$ cat config.mk
export PLATFORM = sky130hd
export DESIGN_NAME = four_function_calculator_keys_flat
export DESIGN_NICKNAME = d
export VERILOG_FILES = /design/src/ffck_pkg.sv /design/src/ffck_key_if.sv /design/src/ffck_res_if.sv /design/src/ffck_ctrl.sv /design/src/ffck_dp.sv /design/src/four_function_calculator_keys.sv /design/src/flat_wrapper.sv
export VERILOG_INCLUDE_DIRS = /design/src /design/src/src
export SDC_FILE = /design/constraint.sdc
export NUM_CORES = 2
export LEC_CHECK = 0
export BUFFER_PORTS_ARGS = -buffer_cell sky130_fd_sc_hd__buf_2
export CAP_MARGIN = 40
export CORE_MARGIN = 2
export CORE_UTILIZATION = 61
export CTS_BUF_LIST = sky130_fd_sc_hd__clkbuf_16
export DETAILED_ROUTE_END_ITERATION = 10
export PLACE_DENSITY = 0.78
export SLEW_MARGIN = 40
export SYNTH_ARGS = -nofsm -noshare
export SYNTH_HDL_FRONTEND = slang
export SYNTH_SLANG_ARGS = --single-unit
$ cat constraint.sdc
create_clock -name clk -period 18.2 [get_ports clk]
set_clock_uncertainty 0.15 [all_clocks]
set_input_delay 5.46 -clock clk [delete_from_list [all_inputs] [get_ports clk]]
set_output_delay 5.46 -clock clk [all_outputs]
set_load 0.02 [all_outputs]
$ cat src/four_function_calculator_keys_defines.svh
// Assertion macros shared by the calculator key-entry block.
`ifndef FOUR_FUNCTION_CALCULATOR_KEYS_DEFINES_SVH
`define FOUR_FUNCTION_CALCULATOR_KEYS_DEFINES_SVH

// Check that cons holds in the same cycle as cond.
`define FFCK_ASSERT_SAME(label, cond, cons, msg) \
	label: assert property (@(posedge clk) disable iff (!arst_n) (cond) |-> (cons)) \
		else $error(msg);

// Check that cons holds in the cycle after cond.
`define FFCK_ASSERT_NEXT(label, cond, cons, msg) \
	label: assert property (@(posedge clk) disable iff (!arst_n) (cond) |=> (cons)) \
		else $error(msg);

`endif

$ cat src/ffck_pkg.sv
// Types, key codes and decode helpers of the calculator key-entry block.
package ffck_pkg;

	localparam logic [7:0] KEY_ZERO   = 8'h30;
	localparam logic [7:0] KEY_NINE   = 8'h39;
	localparam logic [7:0] KEY_PLUS   = 8'h2B;
	localparam logic [7:0] KEY_MINUS  = 8'h2D;
	localparam logic [7:0] KEY_TIMES  = 8'h2A;
	localparam logic [7:0] KEY_DIVIDE = 8'h2F;
	localparam logic [7:0] KEY_EQUALS = 8'h3D;
	localparam logic [7:0] KEY_CLEAR  = 8'h43;

	typedef enum logic [2:0] {
		OP_NONE = 3'd0,
		OP_ADD  = 3'd1,
		OP_SUB  = 3'd2,
		OP_MUL  = 3'd3,
		OP_DIV  = 3'd4
	} op_code_t;

	typedef enum logic [1:0] {
		ERR_NONE = 2'd0,
		ERR_DIV0 = 2'd1,
		ERR_OVF  = 2'd2
	} err_code_t;

	typedef enum logic [2:0] {
		KC_DIGIT,
		KC_OPER,
		KC_EQUALS,
		KC_CLEAR,
		KC_OTHER
	} key_kind_t;

	typedef enum logic [2:0] {
		ST_IDLE,
		ST_EXEC,
		ST_ITER,
		ST_PUSH,
		ST_FIN
	} ctl_state_t;

	typedef enum logic [3:0] {
		DP_NOP,
		DP_DIGIT,
		DP_CLEAR,
		DP_ADDSUB,
		DP_MUL_START,
		DP_DIV_START,
		DP_STEP,
		DP_MUL_END,
		DP_DIV_END,
		DP_DIVZERO,
		DP_PUSH
	} dp_op_t;

	typedef struct packed {
		dp_op_t     op;
		logic       clr_err;
		logic       capture;
		logic [3:0] digit;
		op_code_t   new_op;
	} dp_cmd_t;

	typedef struct packed {
		op_code_t pending;
		logic     entry_zero;
		logic     iter_done;
	} dp_status_t;

	function automatic key_kind_t key_kind(input logic [7:0] key);
		key_kind_t k;
		k = KC_OTHER;
		if (key >= KEY_ZERO && key <= KEY_NINE) begin
			k = KC_DIGIT;
		end else if (key == KEY_PLUS || key == KEY_MINUS || key == KEY_TIMES ||
				key == KEY_DIVIDE) begin
			k = KC_OPER;
		end else if (key == KEY_EQUALS) begin
			k = KC_EQUALS;
		end else if (key == KEY_CLEAR) begin
			k = KC_CLEAR;
		end
		return k;
	endfunction

	function automatic op_code_t key_op(input logic [7:0] key);
		op_code_t o;
		case (key)
			KEY_PLUS: o = OP_ADD;
			KEY_MINUS: o = OP_SUB;
			KEY_TIMES: o = OP_MUL;
			KEY_DIVIDE: o = OP_DIV;
			default: o = OP_NONE;
		endcase
		return o;
	endfunction

endpackage

$ cat src/ffck_key_if.sv
// Key channel: one ASCII key code per transaction.
interface ffck_key_if;
	logic       valid;
	logic       ready;
	logic [7:0] key_code;

	modport source (output valid, output key_code, input ready);
	modport sink (input valid, input key_code, output ready);
endinterface

$ cat src/ffck_res_if.sv
// Result channel: display, last result, error and pending operation.
interface ffck_res_if #(
	parameter int VALUE_BITS = 48
);
	logic                         valid;
	logic                         ready;
	logic signed [VALUE_BITS-1:0] display_value;
	logic signed [VALUE_BITS-1:0] recent_result;
	logic [1:0]                   error_status;
	logic [2:0]                   pending_op;

	modport source (output valid, output display_value, output recent_result,
		output error_status, output pending_op, input ready);
	modport sink (input valid, input display_value, input recent_result,
		input error_status, input pending_op, output ready);
endinterface

$ cat src/ffck_ctrl.sv
// Controller state machine: sequences key handling and the result slot.
module ffck_ctrl (
	input  logic                 clk,
	input  logic                 arst_n,
	input  logic                 key_valid,
	output logic                 key_ready,
	input  logic [7:0]           key_code,
	output logic                 res_valid,
	input  logic                 res_ready,
	output ffck_pkg::dp_cmd_t    cmd,
	input  ffck_pkg::dp_status_t status
);
	import ffck_pkg::*;

	ctl_state_t state_q, state_d;
	logic [7:0] key_q;
	logic       res_valid_q, res_valid_d;
	key_kind_t  kind;
	logic       oper;

	assign kind = key_kind(key_q);
	assign oper = (kind == KC_OPER);
	assign key_ready = (state_q == ST_IDLE);
	assign res_valid = res_valid_q;

	always_ff @(posedge clk or negedge arst_n) begin
		if (!arst_n) begin
			state_q     <= ST_IDLE;
			res_valid_q <= 1'b0;
		end else begin
			state_q     <= state_d;
			res_valid_q <= res_valid_d;
		end
	end

	always_ff @(posedge clk) begin
		if (key_valid && key_ready) begin
			key_q <= key_code;
		end
	end

	always_comb begin
		state_d     = state_q;
		res_valid_d = res_valid_q && !res_ready;
		cmd         = '0;
		cmd.op      = DP_NOP;
		cmd.digit   = 4'(key_q - KEY_ZERO);
		cmd.new_op  = key_op(key_q);
		case (state_q)
			ST_IDLE: begin
				if (key_valid) begin
					cmd.clr_err = 1'b1;
					state_d     = ST_EXEC;
				end
			end
			ST_EXEC: begin
				state_d = ST_FIN;
				case (kind)
					KC_DIGIT: cmd.op = DP_DIGIT;
					KC_CLEAR: cmd.op = DP_CLEAR;
					KC_OPER, KC_EQUALS: begin
						if (oper) begin
							state_d = ST_PUSH;
						end
						case (status.pending)
							OP_ADD, OP_SUB: cmd.op = DP_ADDSUB;
							OP_MUL: begin
								cmd.op  = DP_MUL_START;
								state_d = ST_ITER;
							end
							OP_DIV: begin
								if (status.entry_zero) begin
									cmd.op = DP_DIVZERO;
								end else begin
									cmd.op  = DP_DIV_START;
									state_d = ST_ITER;
								end
							end
							default: cmd.op = DP_NOP;
						endcase
					end
					default: cmd.op = DP_NOP;
				endcase
			end
			ST_ITER: begin
				if (status.iter_done) begin
					cmd.op  = (status.pending == OP_MUL) ? DP_MUL_END : DP_DIV_END;
					state_d = oper ? ST_PUSH : ST_FIN;
				end else begin
					cmd.op = DP_STEP;
				end
			end
			ST_PUSH: begin
				cmd.op  = DP_PUSH;
				state_d = ST_FIN;
			end
			ST_FIN: begin
				// hold until the result slot is free
				if (!res_valid_q || res_ready) begin
					cmd.capture = 1'b1;
					res_valid_d = 1'b1;
					state_d     = ST_IDLE;
				end
			end
			default: state_d = ST_IDLE;
		endcase
	end
endmodule

$ cat src/ffck_dp.sv
// Datapath: entry and operand registers, saturating arithmetic, shared
// shift-add multiplier and restoring divider, result register.
module ffck_dp #(
	parameter int VALUE_BITS    = 48,
	parameter int FRACTION_BITS = 16
) (
	input  logic                         clk,
	input  logic                         arst_n,
	input  ffck_pkg::dp_cmd_t            cmd,
	output ffck_pkg::dp_status_t         status,
	output logic signed [VALUE_BITS-1:0] display_value,
	output logic signed [VALUE_BITS-1:0] recent_result,
	output logic [1:0]                   error_status,
	output logic [2:0]                   pending_op
);
	import ffck_pkg::*;

	localparam int W  = VALUE_BITS;
	localparam int F  = FRACTION_BITS;
	localparam int CW = $clog2(W + F + 1);
	localparam logic [W-1:0] MAXV = {1'b0, {(W-1){1'b1}}};
	localparam logic [W-1:0] MINV = {1'b1, {(W-1){1'b0}}};

	logic [W-1:0]   entry_q, stored_q, hold_q;
	op_code_t       pend_q;
	err_code_t      err_q;
	logic [W-1:0]   opnd_q, rem_q;
	logic [2*W-1:0] work_q;
	logic           sign_q;
	logic [CW-1:0]  cnt_q;
	logic [W-1:0]   disp_q, last_q;
	logic [1:0]     errout_q;
	logic [2:0]     pendout_q;

	function automatic logic [W-1:0] mag(input logic [W-1:0] v);
		return v[W-1] ? (~v + 1'b1) : v;
	endfunction

	// {overflow, value} from sign and magnitude, saturating
	function automatic logic [W:0] pack(input logic neg, input logic [2*W-1:0] m);
		logic [2*W-1:0] lim;
		logic [W-1:0]   lo;
		logic           ovf;
		lim = {{W{1'b0}}, MAXV} + {{(2*W-1){1'b0}}, neg};
		ovf = (m > lim);
		lo  = ovf ? lim[W-1:0] : m[W-1:0];
		return {ovf, neg ? (~lo + 1'b1) : lo};
	endfunction

	// add/sub of stored and entry
	logic [W:0]   as_sum;
	logic         as_ovf;
	logic [W-1:0] as_val;
	always_comb begin
		if (pend_q == OP_SUB) begin
			as_sum = {stored_q[W-1], stored_q} - {entry_q[W-1], entry_q};
		end else begin
			as_sum = {stored_q[W-1], stored_q} + {entry_q[W-1], entry_q};
		end
		as_ovf = as_sum[W] ^ as_sum[W-1];
		as_val = as_ovf ? (as_sum[W] ? MINV : MAXV) : as_sum[W-1:0];
	end

	// digit entry: entry*10 + digit
	logic [W-1:0]   dg_m;
	logic [2*W-1:0] dg_m10, dg_dv;
	logic [W:0]     dg_t;
	logic [W-1:0]   dg_dvc;
	logic           dg_dvovf;
	logic [W:0]     dg_sum;
	logic           dg_sovf;
	logic [W-1:0]   dg_val;
	always_comb begin
		dg_m     = mag(entry_q);
		dg_m10   = ({{W{1'b0}}, dg_m} << 3) + ({{W{1'b0}}, dg_m} << 1);
		dg_t     = pack(entry_q[W-1], dg_m10);
		dg_dv    = {{(2*W-4){1'b0}}, cmd.digit} << F;
		dg_dvovf = (dg_dv > {{W{1'b0}}, MAXV});
		dg_dvc   = dg_dvovf ? MAXV : dg_dv[W-1:0];
		dg_sum   = {dg_t[W-1], dg_t[W-1:0]} + {1'b0, dg_dvc};
		dg_sovf  = dg_sum[W] ^ dg_sum[W-1];
		dg_val   = dg_sovf ? (dg_sum[W] ? MINV : MAXV) : dg_sum[W-1:0];
	end

	// one iteration of multiply or divide
	logic [W:0]     mul_up;
	logic [W:0]     dv_t;
	logic           dv_ge;
	logic [W:0]     dv_diff;
	logic [W:0]     mul_res, div_res;
	always_comb begin
		mul_up  = {1'b0, work_q[2*W-1:W]} + {1'b0, opnd_q};
		dv_t    = {rem_q, work_q[W+F-1]};
		dv_ge   = (dv_t >= {1'b0, opnd_q});
		dv_diff = dv_t - {1'b0, opnd_q};
		mul_res = pack(sign_q, work_q >> F);
		div_res = pack(sign_q, {{(W-F){1'b0}}, work_q[W+F-1:0]});
	end

	assign status.pending    = pend_q;
	assign status.entry_zero = (entry_q == '0);
	assign status.iter_done  = (cnt_q == '0);

	always_ff @(posedge clk or negedge arst_n) begin
		if (!arst_n) begin
			entry_q  <= '0;
			stored_q <= '0;
			hold_q   <= '0;
			pend_q   <= OP_NONE;
			err_q    <= ERR_NONE;
			cnt_q    <= '0;
			opnd_q   <= '0;
			rem_q    <= '0;
			work_q   <= '0;
			sign_q   <= 1'b0;
		end else begin
			if (cmd.clr_err) begin
				err_q <= ERR_NONE;
			end
			case (cmd.op)
				DP_DIGIT: begin
					entry_q <= dg_val;
					if (dg_t[W] || dg_dvovf || dg_sovf) begin
						err_q <= ERR_OVF;
					end
				end
				DP_CLEAR: begin
					entry_q  <= '0;
					stored_q <= '0;
					pend_q   <= OP_NONE;
					err_q    <= ERR_NONE;
				end
				DP_ADDSUB: begin
					entry_q  <= as_val;
					hold_q   <= as_val;
					stored_q <= '0;
					pend_q   <= OP_NONE;
					if (as_ovf) begin
						err_q <= ERR_OVF;
					end
				end
				DP_MUL_START: begin
					opnd_q <= mag(stored_q);
					work_q <= {{W{1'b0}}, mag(entry_q)};
					sign_q <= stored_q[W-1] ^ entry_q[W-1];
					cnt_q  <= CW'(W);
				end
				DP_DIV_START: begin
					opnd_q <= mag(entry_q);
					work_q <= {{(W-F){1'b0}}, mag(stored_q), {F{1'b0}}};
					rem_q  <= '0;
					sign_q <= stored_q[W-1] ^ entry_q[W-1];
					cnt_q  <= CW'(W + F);
				end
				DP_STEP: begin
					cnt_q <= cnt_q - 1'b1;
					if (pend_q == OP_MUL) begin
						// add when the low multiplier bit is set, then shift right
						if (work_q[0]) begin
							work_q <= {mul_up, work_q[W-1:1]};
						end else begin
							work_q <= {1'b0, work_q[2*W-1:1]};
						end
					end else begin
						rem_q  <= dv_ge ? dv_diff[W-1:0] : dv_t[W-1:0];
						work_q <= {work_q[2*W-2:0], dv_ge};
					end
				end
				DP_MUL_END, DP_DIV_END: begin
					entry_q  <= (cmd.op == DP_MUL_END) ? mul_res[W-1:0] : div_res[W-1:0];
					hold_q   <= (cmd.op == DP_MUL_END) ? mul_res[W-1:0] : div_res[W-1:0];
					stored_q <= '0;
					pend_q   <= OP_NONE;
					if ((cmd.op == DP_MUL_END) ? mul_res[W] : div_res[W]) begin
						err_q <= ERR_OVF;
					end
				end
				DP_DIVZERO: begin
					entry_q  <= '0;
					stored_q <= '0;
					pend_q   <= OP_NONE;
					err_q    <= ERR_DIV0;
				end
				DP_PUSH: begin
					stored_q <= entry_q;
					pend_q   <= cmd.new_op;
					entry_q  <= '0;
				end
				default: begin
				end
			endcase
		end
	end

	always_ff @(posedge clk) begin
		if (cmd.capture) begin
			disp_q    <= entry_q;
			last_q    <= hold_q;
			errout_q  <= err_q;
			pendout_q <= pend_q;
		end
	end

	assign display_value = disp_q;
	assign recent_result = last_q;
	assign error_status  = errout_q;
	assign pending_op    = pendout_q;
endmodule

$ cat src/four_function_calculator_keys.sv
// Four-function calculator key entry, top level.
// key_in takes one ASCII key code per transaction: digits shift into the
// entry, + - * / resolve any pending operation and then start a new one,
// = resolves, C clears all but the last result, other keys only clear
// the error. Each key gives exactly one transaction on res_out with the
// entry value, last result, error and pending operation after the key.
// An operator key adds a push step to the handling of a key. A pending
// multiply adds one shift-add step per multiplier bit; a pending divide
// adds one restoring step per quotient bit.
// One key is handled at a time; key_in.ready is low from acceptance
// until the result is loaded into the output register.
// The output register holds a result while res_out.ready is low, and the
// next key is accepted meanwhile; that key waits for the slot to clear.
// Reset (arst_n low) zeroes entry, operand, last result, pending
// operation and error and drops res_out.valid.
module four_function_calculator_keys #(
	parameter int VALUE_BITS    = 48,
	parameter int FRACTION_BITS = 16
) (
	input logic        clk,
	input logic        arst_n,
	ffck_key_if.sink   key_in,
	ffck_res_if.source res_out
);
	import ffck_pkg::*;
	`include "four_function_calculator_keys_defines.svh"

	dp_cmd_t    cmd;
	dp_status_t status;

	ffck_ctrl u_ctrl (
		.clk       (clk),
		.arst_n    (arst_n),
		.key_valid (key_in.valid),
		.key_ready (key_in.ready),
		.key_code  (key_in.key_code),
		.res_valid (res_out.valid),
		.res_ready (res_out.ready),
		.cmd       (cmd),
		.status    (status)
	);

	ffck_dp #(
		.VALUE_BITS    (VALUE_BITS),
		.FRACTION_BITS (FRACTION_BITS)
	) u_dp (
		.clk           (clk),
		.arst_n        (arst_n),
		.cmd           (cmd),
		.status        (status),
		.display_value (res_out.display_value),
		.recent_result (res_out.recent_result),
		.error_status  (res_out.error_status),
		.pending_op    (res_out.pending_op)
	);

	`FFCK_ASSERT_NEXT(a_one_key, key_in.valid && key_in.ready, !key_in.ready, "key accepted while busy")
	`FFCK_ASSERT_SAME(a_err_code, res_out.valid, res_out.error_status != 2'd3, "bad error code")
	`FFCK_ASSERT_SAME(a_capture_free, cmd.capture, !res_out.valid || res_out.ready, "result overwritten")
	`FFCK_ASSERT_SAME(a_iter_op, cmd.op == DP_STEP, status.pending == OP_MUL || status.pending == OP_DIV, "step without mul or div")
endmodule

$ cat src/flat_wrapper.sv
// flat-port wrapper written by rule: the top's interface ports become plain ports
module four_function_calculator_keys_flat import ffck_pkg::*;
#(
	parameter int VALUE_BITS    = 48,
	parameter int FRACTION_BITS = 16
)
  (clk, arst_n, key_in_valid, key_in_key_code, key_in_ready, res_out_valid, res_out_display_value, res_out_recent_result, res_out_error_status, res_out_pending_op, res_out_ready);
  ffck_key_if key_in_i ();
  ffck_res_if #(.VALUE_BITS(VALUE_BITS)) res_out_i ();
  input logic clk;
  input logic arst_n;
  input wire logic [$bits(key_in_i.valid)-1:0] key_in_valid;
  input wire logic [$bits(key_in_i.key_code)-1:0] key_in_key_code;
  output wire logic [$bits(key_in_i.ready)-1:0] key_in_ready;
  output wire logic [$bits(res_out_i.valid)-1:0] res_out_valid;
  output wire logic [$bits(res_out_i.display_value)-1:0] res_out_display_value;
  output wire logic [$bits(res_out_i.recent_result)-1:0] res_out_recent_result;
  output wire logic [$bits(res_out_i.error_status)-1:0] res_out_error_status;
  output wire logic [$bits(res_out_i.pending_op)-1:0] res_out_pending_op;
  input wire logic [$bits(res_out_i.ready)-1:0] res_out_ready;
  assign key_in_i.valid = key_in_valid;
  assign key_in_i.key_code = key_in_key_code;
  assign key_in_ready = key_in_i.ready;
  assign res_out_valid = res_out_i.valid;
  assign res_out_display_value = res_out_i.display_value;
  assign res_out_recent_result = res_out_i.recent_result;
  assign res_out_error_status = res_out_i.error_status;
  assign res_out_pending_op = res_out_i.pending_op;
  assign res_out_i.ready = res_out_ready;
  four_function_calculator_keys #(.VALUE_BITS(VALUE_BITS), .FRACTION_BITS(FRACTION_BITS)) u_core (.clk(clk), .arst_n(arst_n), .key_in(key_in_i), .res_out(res_out_i));
endmodule
## Word-level counts from Yosys, hierarchy flattened

Index checks and enable logic that the tools add are counted.

- Output and inout bits: 103
- Register bits: 462
- Bits of input ports: 12

- Reductions and logical operators: 29
- Mux-type cells: 58
- Add/subtract/negate cells: 15
- Magnitude comparators: 7
- Bitwise gates (word level): 8
- Equality and inequality tests: 31

Operators by type and width:

| operator | number |
|---|---|
| $mux 48 | 15 |
| $pmux 48 s2 | 4 |
| $pmux 96 s3 | 1 |
| $add 48x1->48 const B | 5 |
| $not 48->48 | 5 |
| $mux 96 | 2 |
| $pmux 48 s4 | 1 |
| $add 48x48->49 | 3 |
| $add 47x1->48 const A | 2 |
| $gt 80x96->1 | 1 |
| $gt 64x48->1 | 1 |
| $add 51x49->52 | 1 |
| $gt 52x48->1 | 1 |
| $ge 49x48->1 | 1 |
| $mux 49 | 1 |
| $sub 48x48->49 | 1 |
| $logic_not 48->1 | 1 |
| $sub 48x48->48 | 1 |
| $gt 20x47->1 const B | 1 |
| $mux 47 | 1 |
| $eq 8x6->1 const B | 5 |
| $pmux 4 s3 | 3 |
| $mux 3 | 10 |
| $pmux 7 s3 | 1 |
| other kinds (35) | 80 |

## Longest topological paths before layout

- Depth in word-level cells: 14
- Mapped depth: 61
- Gate-level depth less buffers: 52

## By module

Synthesis repeated with hierarchy kept, for this count alone.

- Cells, all modules: 5593
- Area, all modules: 43974.7 µm²

Modules (own cells, without submodules):

| module | times used | cells an instance | area an instance (µm²) | seq. area each (µm²) |
|---|---|---|---|---|
| ffck_dp | 1 | 5499 | 43118.9 | 11766.3 |
| ffck_ctrl | 1 | 94 | 855.8 | 340.3 |

## Worst setup path after synthesis

No wires, ideal clock.

- Kind: flip-flop to flip-flop
- Start point: register u_core.u_dp.entry_q[47]
- End point: register u_core.u_dp.entry_q[28]
- Clock period less this slack: 14592 ps
- Cell stages (with the launch flop): 54
- Slack: 3608 ps
- Arrival time: 14320 ps
- Library setup time: 122 ps
- Path through: dfrtp_1 > clkbuf_1 > clkbuf_1 > clkbuf_1 > clkbuf_1 > buf_1 > clkbuf_1 > buf_1 > nand2_1 > xnor2_1 > ha_1 > a21o_1 > and4_1 > or3_1 > a311oi_4 > nor4_1 > o211ai_1 > a21boi_0 > [... 18 more ...] > o21ai_0 > ha_1 > inv_1 > or2_2 > nor3_1 > nand4_1 > nor4_2 > nand4_1 > or2_2 > a31o_2 > a2111o_1 > nor4b_4 > nand3_2 > or4_1 > buf_2 > buf_6 > a211oi_2 > nor2_1

- Cells in the longest elaborated chain, start to end: 13
- Elaborated cells between the ends (all ways): 37

RTL lines:

| element | line | source |
|---|---|---|
| start, declared | ffck_dp.sv:24 | `logic [W-1:0] entry_q, stored_q, hold_q;` |
| start signal, assigned | ffck_dp.sv:122 | `entry_q <= dg_val;` |
| start signal, assigned | ffck_dp.sv:134 | `entry_q <= as_val;` |
| start signal, assigned | ffck_dp.sv:170 | `entry_q <= (cmd.op == DP_MUL_END) ? mul_res[W-1:0] : div_res[W-1:0];` |
| $not 48->48 | ffck_dp.sv:36 | `return v[W-1] ? (~v + 1'b1) : v;` |
| $add 48x1->48 | ffck_dp.sv:36 |  |
| $mux 48 | ffck_dp.sv:36 |  |
| $add 51x49->52 | ffck_dp.sv:75 | `dg_m10 = ({{W{1'b0}}, dg_m} << 3) + ({{W{1'b0}}, dg_m} << 1);` |
| $gt 52x48->1 | ffck_dp.sv:45 | `ovf = (m > lim);` |
| $mux 48 | ffck_dp.sv:46 | `lo = ovf ? lim[W-1:0] : m[W-1:0];` |
| $not 48->48 | ffck_dp.sv:47 | `return {ovf, neg ? (~lo + 1'b1) : lo};` |
| $add 48x1->48 | ffck_dp.sv:47 |  |
| $mux 48 | ffck_dp.sv:47 |  |
| $add 48x48->49 | ffck_dp.sv:80 | `dg_sum = {dg_t[W-1], dg_t[W-1:0]} + {1'b0, dg_dvc};` |
| $mux 48 / $xor 1x1->1 (equally long branches) | ffck_dp.sv:82, ffck_dp.sv:81 |  |
| $mux 48 | ffck_dp.sv:82 | `dg_val = dg_sovf ? (dg_sum[W] ? MINV : MAXV) : dg_sum[W-1:0];` |
| $pmux 48 s4 | ffck_dp.sv:120 | `case (cmd.op)` |

Several ways; a longest one is shown, not always the timed one.
A chain may end at the register's enable or synchronous reset.

## Worst setup path after layout

- Start point: register u_core.u_dp.entry_q[0]
- End point: register u_core.u_dp.entry_q[31]

Same word-level chain as after synthesis.

==> run_results.csv <==
group,metric,value,unit
worst_setup_path,required,18.52,ns
outcome,outcome,"finished clean",
sta,finalCriticalPeriod,15.36,ns
clock_network,clkSlewWorstSetupHoldPaths,0.07,ns
yosys,syn_nets,5985,
grt,overflow,0,
yosys,yosys_warnings,0,
die,core_area,0.0715,mm^2
die,fp.dieW,273,um
power,p_leak,21.3,nW
clock_network,post_cts_resize_count,0,
placed_design,place_congestion,1.11,
grt,first_global_vias,44300,
worst_setup_path,cp_common_cell,"ha_1",
clock_network,cts.htree.levels,2,
worst_setup_path,worstSetupEndpointType,"flop",
sta,fin_ws,2.84,ns
placed_design,dpl_cell_area,0.0455,mm^2
clock_network,cts_setup_buffers,0,
sta,max_freq,65.1,MHz
layout,layout_commonest_cell,"nand2_1",
worst_setup_path,critPathTopFamily,"simple AND/OR/NAND/NOR gates",
sta,hold_violations,0,
sta,fin_crit_sh,84.4,%
yosys,ys_types,102,
sta,tns,0,ns
hold_path,min_path_type,"reg2reg",
power,p_sw,5.80,mW
layout,layout_common_cells,"nand2_1, o21ai_0, a21oi_1",
yosys,ys_ff_latch,462,
yosys,syn_avg_cell_area,7.78,um^2
yosys,async_flop_share,76.4,%
worst_setup_path,worstPathArrival,15.68,ns
drt,viasPerCell,7.45,
layout,utilization,66.2,%
clock_network,insertion_delay,0.64,ns
grt,grt_first_pass_wirelength,289000,um
power,p_int,4.02,mW
drt,ant_nets,0,
layout,area_growth_syn_to_layout,7.55,%
yosys,synth_area,0.0440,mm^2
worst_setup_path,critPathKind,"reg2reg",
placed_design,port_buffers,114,
sta,maxSlewHeadroom,28.5,%
drt,wl_per_cell,30.3,um
yosys,netlist_instances,5658,
power,switching_share,59.1,%
drt,firstDrtPassIters,9,
power,clkPwrFrac,11.3,%
worst_setup_path,start_kind,"flop",
sta,finalHoldWorstSlack,0.303,ns
clock_network,cts-hold-fix-buffers,0,
yosys,synth-seq-area-share,27.5,%
layout,stdcell_count,6552,
drt,wl,199000,um
power,power_frac_seq,15.2,%
grt,grt_use_total,51.7,%
job,maxCapViolations,0,
power,power_frac_comb,73.5,%
drt,via_count,48800,
clock_network,cts_tree,"built",
layout,final_cell_area,0.0474,mm^2
worst_setup_path,cp_slowest_stage_delay,1.03,ns
sta,grt_setup_unrepaired,"no",
grt,grt_max_degree,131,
placed_design,dp.final_hpwl,149000,um
clock_network,clock-sinks,462,
drt,remaining_drc_errors,0,
grt,antenna_found_initial,13,
die,rows,98,
yosys,synth_edf_count,109,
drt,drt-initial-drc-count,7852,
yosys,synth_ff_type,"dfrtp_1",
die,die_area,0.0743,mm^2
worst_setup_path,critPathMaxFanout,27,
power,power_density,207,mW/mm^2
sta,worst_pin_slew,1.06,ns
die,die_y,273,um
die,initial_core_util,61.6,%
placed_design,dpl.cell_count,6449,
power,ir_worst_vdd,0.000701,V
placed_design,dp_slack,3.26,ns
clock_network,cts_made_buffers,52,
power,finalPower,9.82,mW
clock_network,clockBufferDepth,3,
sta,slew_viol_final,0,
worst_setup_path,timing.critical_path.buf_inv,2,
layout,drive_gt1_share,8.52,%
worst_setup_path,slowest_stage,"or4_2",
clock_network,cts-root-buf,"clkbuf_16",
die,num_io_pins,115,
sta,setup_viol_count_final,0,
layout,fin_nets,5882,
-- power by group through the flow --
stage / clock network, mW / registers [mW] / logic, mW
finish: 1.11 / 1.49 / 7.22
CTS: 1.09 / 1.47 / 6.81
floorplan: 0 / 1.40 / 4.40
global placement: 0 / 1.48 / 6.71
detailed placement: 0 / 1.48 / 6.78
global route: 1.13 / 1.48 / 7.53
-- routing by layer --
layer	global-route usage [%]	vias up	share of wire [%]
li1	-	20900	-
met1	61.7	22900	34
met2	75.7	3987	41
met3	19.6	993	15
met4	38.5	22	9.5
met5	0.385	-	0.090
-- Yosys cell counts, drive strengths merged (21+ instances only) --
master	instances	area, um^2
a211o	28	245
a211oi	91	713
a21boi	21	158
a21o	146	1100
a21oi	462	2310
a31oi	102	644
and2	45	282
and3	67	419
buf	50	221
clkbuf	343	1290
dfrtp	353	8830
edfxtp	109	3270
ha	310	3880
inv	152	571
mux2i	77	771
nand2	665	2500
nand2b	69	432
nand3	172	871
nand4	93	582
nor2	418	1570
nor2b	38	238
nor3	143	716
nor4	66	434
o211ai	97	733
o21a	48	360
o21ai	489	2450
o21bai	36	270
o221a	21	236
o221ai	21	184
o22ai	70	438
o311ai	44	410
o31ai	55	418
o41ai	22	193
or2	33	206
or3	76	475
or4	39	304
xnor2	154	1350
xor2	156	1370
-- area by class of cell --
type | count | area (um^2)
diodes | 4 | 10.0
clock buffers | 53 | 1330
clock inverters | 44 | 398
fillers | 6183 | 24100
inverters | 153 | 574
multi-input cells | 4650 | 30200
flip-flops and latches | 462 | 12100
well taps | 950 | 1190
repair buffers | 236 | 1550
-- state kept, by name, indices dropped and copies added (netlist names) --
register,cells
u_core.u_dp.error_status,2
u_core.u_dp.err_q,2
u_core.u_dp.recent_result,48
u_core.u_dp.rem_q,48
u_core.u_ctrl.key_q,8
u_core.u_dp.hold_q,48
u_core.u_ctrl.res_valid,1
u_core.u_dp.entry_q,48
u_core.u_dp.opnd_q,48
u_core.u_dp.sign_q,1
u_core.u_dp.pend_q,3
u_core.u_ctrl.state_q,3
u_core.u_dp.display_value,48
u_core.u_dp.pending_op,3
u_core.u_dp.work_q,96
u_core.u_dp.stored_q,48
u_core.u_dp.cnt_q,7
-- cell families (layout without fill, tap and decap cells) --
family | count (synthesis) | count (layout) | share of synthesized area, %
other | 0 | 4 | 0
adders and majority gates | 315 | 315 | 9.04
AOI/OAI and AO/OA | 1958 | 1958 | 29.0
DFF | 462 | 462 | 27.5
muxes | 83 | 83 | 1.90
xor gates and xnor gates | 310 | 310 | 6.18
buffers and inverters | 546 | 486 | 4.73
and+or+nand+nor | 1984 | 1984 | 21.7
-- worst paths after layout --
check / startpoint / to / slack (ns) / cells past startpoint
min in group asynchronous: arst_n / u_core.u_ctrl.res_valid / 4.59 / 1
worst min-delay path: u_core.u_dp.hold_q[8] / u_core.u_dp.recent_result[8] / 0.30 / 0
worst max register to register: u_core.u_dp.entry_q[0] / u_core.u_dp.entry_q[31] / 2.84 / 45
max in group asynchronous: arst_n / u_core.u_dp.work_q[0] / 11.46 / 3
worst min register to register: u_core.u_dp.hold_q[8] / u_core.u_dp.recent_result[8] / 0.30 / 0
worst max-delay path: u_core.u_dp.entry_q[0] / u_core.u_dp.entry_q[31] / 2.84 / 45
Power figures use the tool's default switching activity.
